**src/rtl/funnel_quadratic_form_check_macros.svh**
```systemverilog
// Assertion macros for the funnel quadratic form check block.
// Included by the top level, which writes its checks with them.
`ifndef FUNNEL_QUADRATIC_FORM_CHECK_MACROS_SVH
`define FUNNEL_QUADRATIC_FORM_CHECK_MACROS_SVH

// The consequent must hold in the same cycle as the antecedent.
`define FQFC_ASSERT_SAME(label, clk, rst_n, ante, cons, msg) \
  label: assert property (@(posedge clk) disable iff (!rst_n) (ante) |-> (cons)) \
    else $error(msg);

// The consequent must hold in the cycle after the antecedent.
`define FQFC_ASSERT_NEXT(label, clk, rst_n, ante, cons, msg) \
  label: assert property (@(posedge clk) disable iff (!rst_n) (ante) |=> (cons)) \
    else $error(msg);

`endif

```
**src/rtl/fqfc_pkg.sv**
```systemverilog
// Shared constants, operation codes and control structs of the funnel
// quadratic form check block. No dependencies.
package fqfc_pkg;

  localparam int STATE_DIM = 8;
  localparam int FRAC_BITS = 16;

  localparam int IDX_W   = 3;
  localparam int DATA_W  = 32;
  localparam int FORM_W  = 64;
  localparam int NODE_W  = 16;
  localparam int STORE_DEPTH = 2 ** IDX_W;

  localparam logic signed [DATA_W-1:0] S32_MAX = {1'b0, {(DATA_W-1){1'b1}}};
  localparam logic signed [DATA_W-1:0] S32_MIN = {1'b1, {(DATA_W-1){1'b0}}};
  localparam logic signed [FORM_W-1:0] S64_MAX = {1'b0, {(FORM_W-1){1'b1}}};
  localparam logic signed [FORM_W-1:0] S64_MIN = {1'b1, {(FORM_W-1){1'b0}}};

  typedef enum logic [1:0] {
    OP_LOAD_STATE  = 2'd0,
    OP_LOAD_MATRIX = 2'd1,
    OP_EMIT        = 2'd2
  } op_e;

  typedef struct packed {
    logic wr_diff;
    logic rd_mat;
    logic mul1;
    logic mul2;
    logic acc;
    logic emit;
  } ctrl_cmd_t;

  typedef struct packed {
    logic out_full;
  } dp_status_t;

endpackage

```
**src/rtl/fqfc_ctrl.sv**
```systemverilog
// Controller of the funnel quadratic form check block: decodes items and
// sequences the matrix element steps. Depends on fqfc_pkg.
module fqfc_ctrl (
  input  logic                    clk_i,
  input  logic                    rst_ni,
  input  logic                    in_valid_i,
  input  logic [1:0]              in_op_i,
  input  logic [fqfc_pkg::IDX_W-1:0] row_i,
  input  logic [fqfc_pkg::IDX_W-1:0] col_i,
  input  fqfc_pkg::dp_status_t    status_i,
  output logic                    in_ready_o,
  output fqfc_pkg::ctrl_cmd_t     cmd_o
);
  import fqfc_pkg::*;

  typedef enum logic [3:0] {
    ST_IDLE = 4'b0001,
    ST_MUL1 = 4'b0010,
    ST_MUL2 = 4'b0100,
    ST_ACC  = 4'b1000
  } state_e;

  state_e state_q, state_d;
  op_e    op;
  logic   accept;
  logic   row_ok;
  logic   col_ok;

  assign op     = op_e'(in_op_i);
  assign row_ok = 32'(row_i) < STATE_DIM;
  assign col_ok = 32'(col_i) < STATE_DIM;

  // An emit also waits while the result register is still held by the sink.
  assign in_ready_o = (state_q == ST_IDLE) && !((op == OP_EMIT) && status_i.out_full);
  assign accept     = in_valid_i && in_ready_o;

  always_comb begin
    cmd_o   = '0;
    state_d = state_q;
    unique case (state_q)
      ST_IDLE: begin
        if (accept) begin
          unique case (op)
            OP_LOAD_STATE:  cmd_o.wr_diff = row_ok;
            OP_LOAD_MATRIX: begin
              if (row_ok && col_ok) begin
                cmd_o.rd_mat = 1'b1;
                state_d      = ST_MUL1;
              end
            end
            OP_EMIT:        cmd_o.emit = 1'b1;
            default:        ;
          endcase
        end
      end
      ST_MUL1: begin
        cmd_o.mul1 = 1'b1;
        state_d    = ST_MUL2;
      end
      ST_MUL2: begin
        cmd_o.mul2 = 1'b1;
        state_d    = ST_ACC;
      end
      ST_ACC: begin
        cmd_o.acc = 1'b1;
        state_d   = ST_IDLE;
      end
      default: state_d = ST_IDLE;
    endcase
  end

  always_ff @(posedge clk_i or negedge rst_ni) begin
    if (!rst_ni) begin
      state_q <= ST_IDLE;
    end else begin
      state_q <= state_d;
    end
  end

endmodule

```
**config.mk**
```make
export PLATFORM = sky130hd
export DESIGN_NAME = fqfc_ctrl
export DESIGN_NICKNAME = d
export VERILOG_FILES = /design/src/rtl/funnel_quadratic_form_check_macros.svh /design/src/rtl/fqfc_pkg.sv /design/src/rtl/fqfc_ctrl.sv
export SDC_FILE = /design/constraint.sdc
export NUM_CORES = 1
export LEC_CHECK = 0
export BUFFER_PORTS_ARGS = -buffer_cell sky130_fd_sc_hd__clkbuf_2
export CAP_MARGIN = 10
export CELL_PAD_IN_SITES_DETAIL_PLACEMENT = 1
export CELL_PAD_IN_SITES_GLOBAL_PLACEMENT = 1
export CORE_AREA = 2 2 39 41
export CTS_CLUSTER_DIAMETER = 50
export CTS_CLUSTER_SIZE = 30
export DETAILED_ROUTE_END_ITERATION = 8
export DIE_AREA = 0 0 41 43
export HOLD_SLACK_MARGIN = 0.05
export MAX_ROUTING_LAYER = met4
export PLACE_DENSITY = 0.64
export SLEW_MARGIN = 20
export SYNTH_ARGS = -nofsm -noshare
export SYNTH_HDL_FRONTEND = slang
export SYNTH_SLANG_ARGS = --single-unit
```
**constraint.sdc**
```tcl
create_clock -name clk_i -period 2.13 [get_ports clk_i]
set_clock_uncertainty 0.1 [all_clocks]
set_input_delay 0.426 -clock clk_i [delete_from_list [all_inputs] [get_ports clk_i]]
set_output_delay 0.426 -clock clk_i [all_outputs]
set_load 0.01 [all_outputs]
```
# Yosys cells after proc, flatten, opt, wreduce, memory -nomap -nowiden
# Cells that the tools add are included.
# word_totals
reg_bits	4
output_inout_bits	7
# op_classes
n_eq_ne	8
n_mux	13
reduce_logical	6
# ops
operator	count
4-bit one-hot mux with 3 select lines	1
1-bit two-way mux	8
4-bit two-way mux	2
4-bit by 1-bit equality test with 1-bit output, second input constant	1
4-bit by 2-bit equality test with 1-bit output, second input constant	1
4-bit by 3-bit equality test with 1-bit output, second input constant	1
4-bit equality test, second input constant	1
2-bit two-way mux	2
1-bit logical AND	3
2-bit by 1-bit equality test with 1-bit output, second input constant	1
2-bit equality test, second input constant	1
2-bit zero test	1
2-bit by 1-bit != test with 1-bit output, second input constant	1
2-bit != test, second input constant	1
2-bit AND reduction	1
1-bit zero test	1

# Longest topological paths before layout
# depth
ltp_word	7
mapped_depth	3
ltp_nobuf	2

# Worst setup path before layout
# No wires, ideal clock.
# synth_timing
kind	register -> output
start	register state_q[0]
end	output cmd_o[0] (netlist bit)
arrival_ps	1389
slack_ps	215
path_stages_with_launch	4
path_cell_list	dfstp_2 or4b_1 buf_2 nor4_4
# synth_lines
item	line	rtl
from (decl)	fqfc_ctrl.sv:23	state_e state_q, state_d;
from (signal assigned)	fqfc_ctrl.sv:76	state_q <= state_d;
to (decl)	fqfc_ctrl.sv:12	output fqfc_pkg::ctrl_cmd_t cmd_o

==> results.md <==
* Total routed wirelength at slightly below 600 µm
* I/O Pins at 19
* Worst setup margin at 39.6 ps
* PortBufs at 12
* Hold_sp: in_valid_i
* CTS tree: built
* Worst Reg-to-Reg Cells at 3
* Hold path cells at 3
* Leakage at 0.000202 µW
* Slew margin rel. at between 80 and 90%
* Syn_nets at 36
* Die footprint at 0.00176 mm²
* Critical-path cell list: or4b_4 -> nor4_2 -> buf_2
* Max-cap violations at 0
* Initial antenna violation count at 0
* Yosys cell types at 15
* Yosys reg bits at 4
* Clk buf depth at 2
* Synth area leaders: dfrtp_1 29%, nor4b_1 17%, dfstp_2 10%, nor4_4 8.3%, nor4_2 4.9%
* Chip width at 41 µm
* ANT cells at 0
* Pre-antenna DRT Iters at 1
* Yosys top cell by area: dfrtp_1
* CP peak stage delay at around 520 ps
* Core ar. at about 0.0014 mm²
* Unrepaired setup endpoints after global routing: true
* Max Slew Vio Count at 0
* Via-to-Cell Ratio at around 4.3
* Worst-path maximum fanout at 5
* Routed Antenna Nets at 0
* PwrDens at 558 mW/mm²
* Crit share post-route at 98.1%
* Row count at 14
* Max IR drop VDD at ~0.23 mV
* 1st-iter DRT viols at 0
* GRT Residual Overflow at 0
* Drt wl/cell at between 9 and 10 µm
* Worst R2R End: state_q[0]
* Root buf cell: clkbuf_4
* DP Worst Slack at between 80 and 90 ps
* Top Registers: state_q: 4 flops
* Fin util at between 20% and 30%
* Hold path endpoint: state_q[1]
* Reg with most FFs: state_q
* Reg2reg setup slack at roughly 630 ps
* Worst Setup Start Kind: flop
* Max FFs per register at 4
* Final routed DRC violation total at 0
* Cell Area, Synth at ~260 µm²
* DP Wirelength at around 460 µm
* CP Class: flop to output port
* Worst slew pin tran at 295 ps
* Fin cells at 60
* Cell count after placement at 54
* Post-synth top area share at around 29%
* H-tree depth at 1
* GP Congestion at about 0.62
* Layout cells sized above 1 at 54.5%
* Seq/Total Area, Yosys at around 39%
* Synthesized area per cell at roughly 11 µm²
* Worst-Skew Late Latency at between 200 and 250 ps
* TritonCTS buffer count at 3
* Area added between synthesis and finish at 56.3%
* F_max at ~0.48 GHz
* Yosys warning total at 0
* Die Ht at 43 µm
* Worst setup EP type: output port
* Clock sink count at 4
* Final setup fails at 0
* R2r startpoint: state_q[0]
* Post-layout net count at 57
* Clk slew on worst S/H paths at 30 ps
* Final Hold Fails at 0
* Initial core utilization at a little under a fifth
* CP max stage cell: dfstp_2
* Final hold slack at about 390 ps
* Vias in the first global route at ~220
* Pin count of the biggest net entering global routing at 7
* Mapped Cells at 24
* First-pass GRT wire length at between 800 and 900 µm
* Worst min path class: input port to flop
* Routed vias at 260
* Crit path DAT at 1560 ps
* CP Data Required Time at ~1600 ps
* GRT Total Usage at 7.96%
* Setup TNS at 0 ps
* Status: finished, final reports clean
* Tmin final at ~2100 ps
## cell families (layout without fill, tap and decap cells)
family	Yosys count	count (layout)	synth area share, %
simple gates	13	13	43.7
compound gates	2	2	5.83
buf+inv	4	24	7.77
xor+xnor	1	1	3.40
flops	4	4	39.3
## where the power goes
group,total [µW],internal (µW),switching (µW)
sequential,80.2,79.1,1.12
combinational,41.1,20.5,20.6
clock,103,70.4,32.9
total,225,170,54.7
## cell usage in the layout (no fill, tap or decap), drive strengths merged
cell type,n
inv,2
dlygate4sd3,1
a2bb2oi,1
dfrtp,3
nor4,2
dfstp,1
nor4b,5
buf,8
or4b,1
nand3b,1
a31oi,1
xor2,1
nor2,3
nand2b,1
clkbuf,13
## worst max path at each step
stage	from	to	slack [ps]
final	state_q[0]	cmd_o[5]	40
after global routing	state_q[0]	cmd_o[5]	-30
after CTS	state_q[0]	cmd_o[5]	20
after detailed placement	state_q[0]	cmd_o[0]	90
after global placement	state_q[0]	cmd_o[0]	90
after floorplan	state_q[0]	cmd_o[0]	210
## through the flow
step	power, µW	instance area (µm²)
after floorplan	101	258
after global placement	117	355
after detailed placement	118	355
after CTS	231	403
after global routing	243	403
final	225	403
## Yosys cell counts, drive strengths merged
cell and instances:
dfrtp 3, nor2 3, or4b 1, nor4b 5
xor2 1, dfstp 1, a31oi 1, buf 2
nor4 2, nand2b 1, inv 2, a2bb2oi 1
nand3b 1
## critical path, delay by kind of cell (launching register included)
kind | cells | cell delay, ps
buffers and inverters | 1 | 170
DFF | 1 | 520
and+or+nand+nor | 2 | 650
## layout make-up
cell class | instances | area [µm²]
multi-input cells | 16 | 140
flip-flops and latches | 4 | 101
inverters | 2 | 7.51
fillers | 167 | 981
repair buffers | 18 | 108
well taps | 16 | 20.0
clock buffers | 4 | 26.3
## per-layer routing
metal,GRT usage (%),wire length (µm)
met5,-,0
met4,4.00,0
met3,4.71,60
met2,10.0,277
met1,9.80,241
## what timing repair did
action | 4_1_cts | 5_1_grt
resized for setup | 1 | 3
pin swaps | 1 | 0
endpoints found under the hold margin | 3 | 0
hold buffers | 1 | 0
endpoints found under the setup margin | 4 | 3
setup buffers | 1 | 0
(Power assumes the default switching activity.)
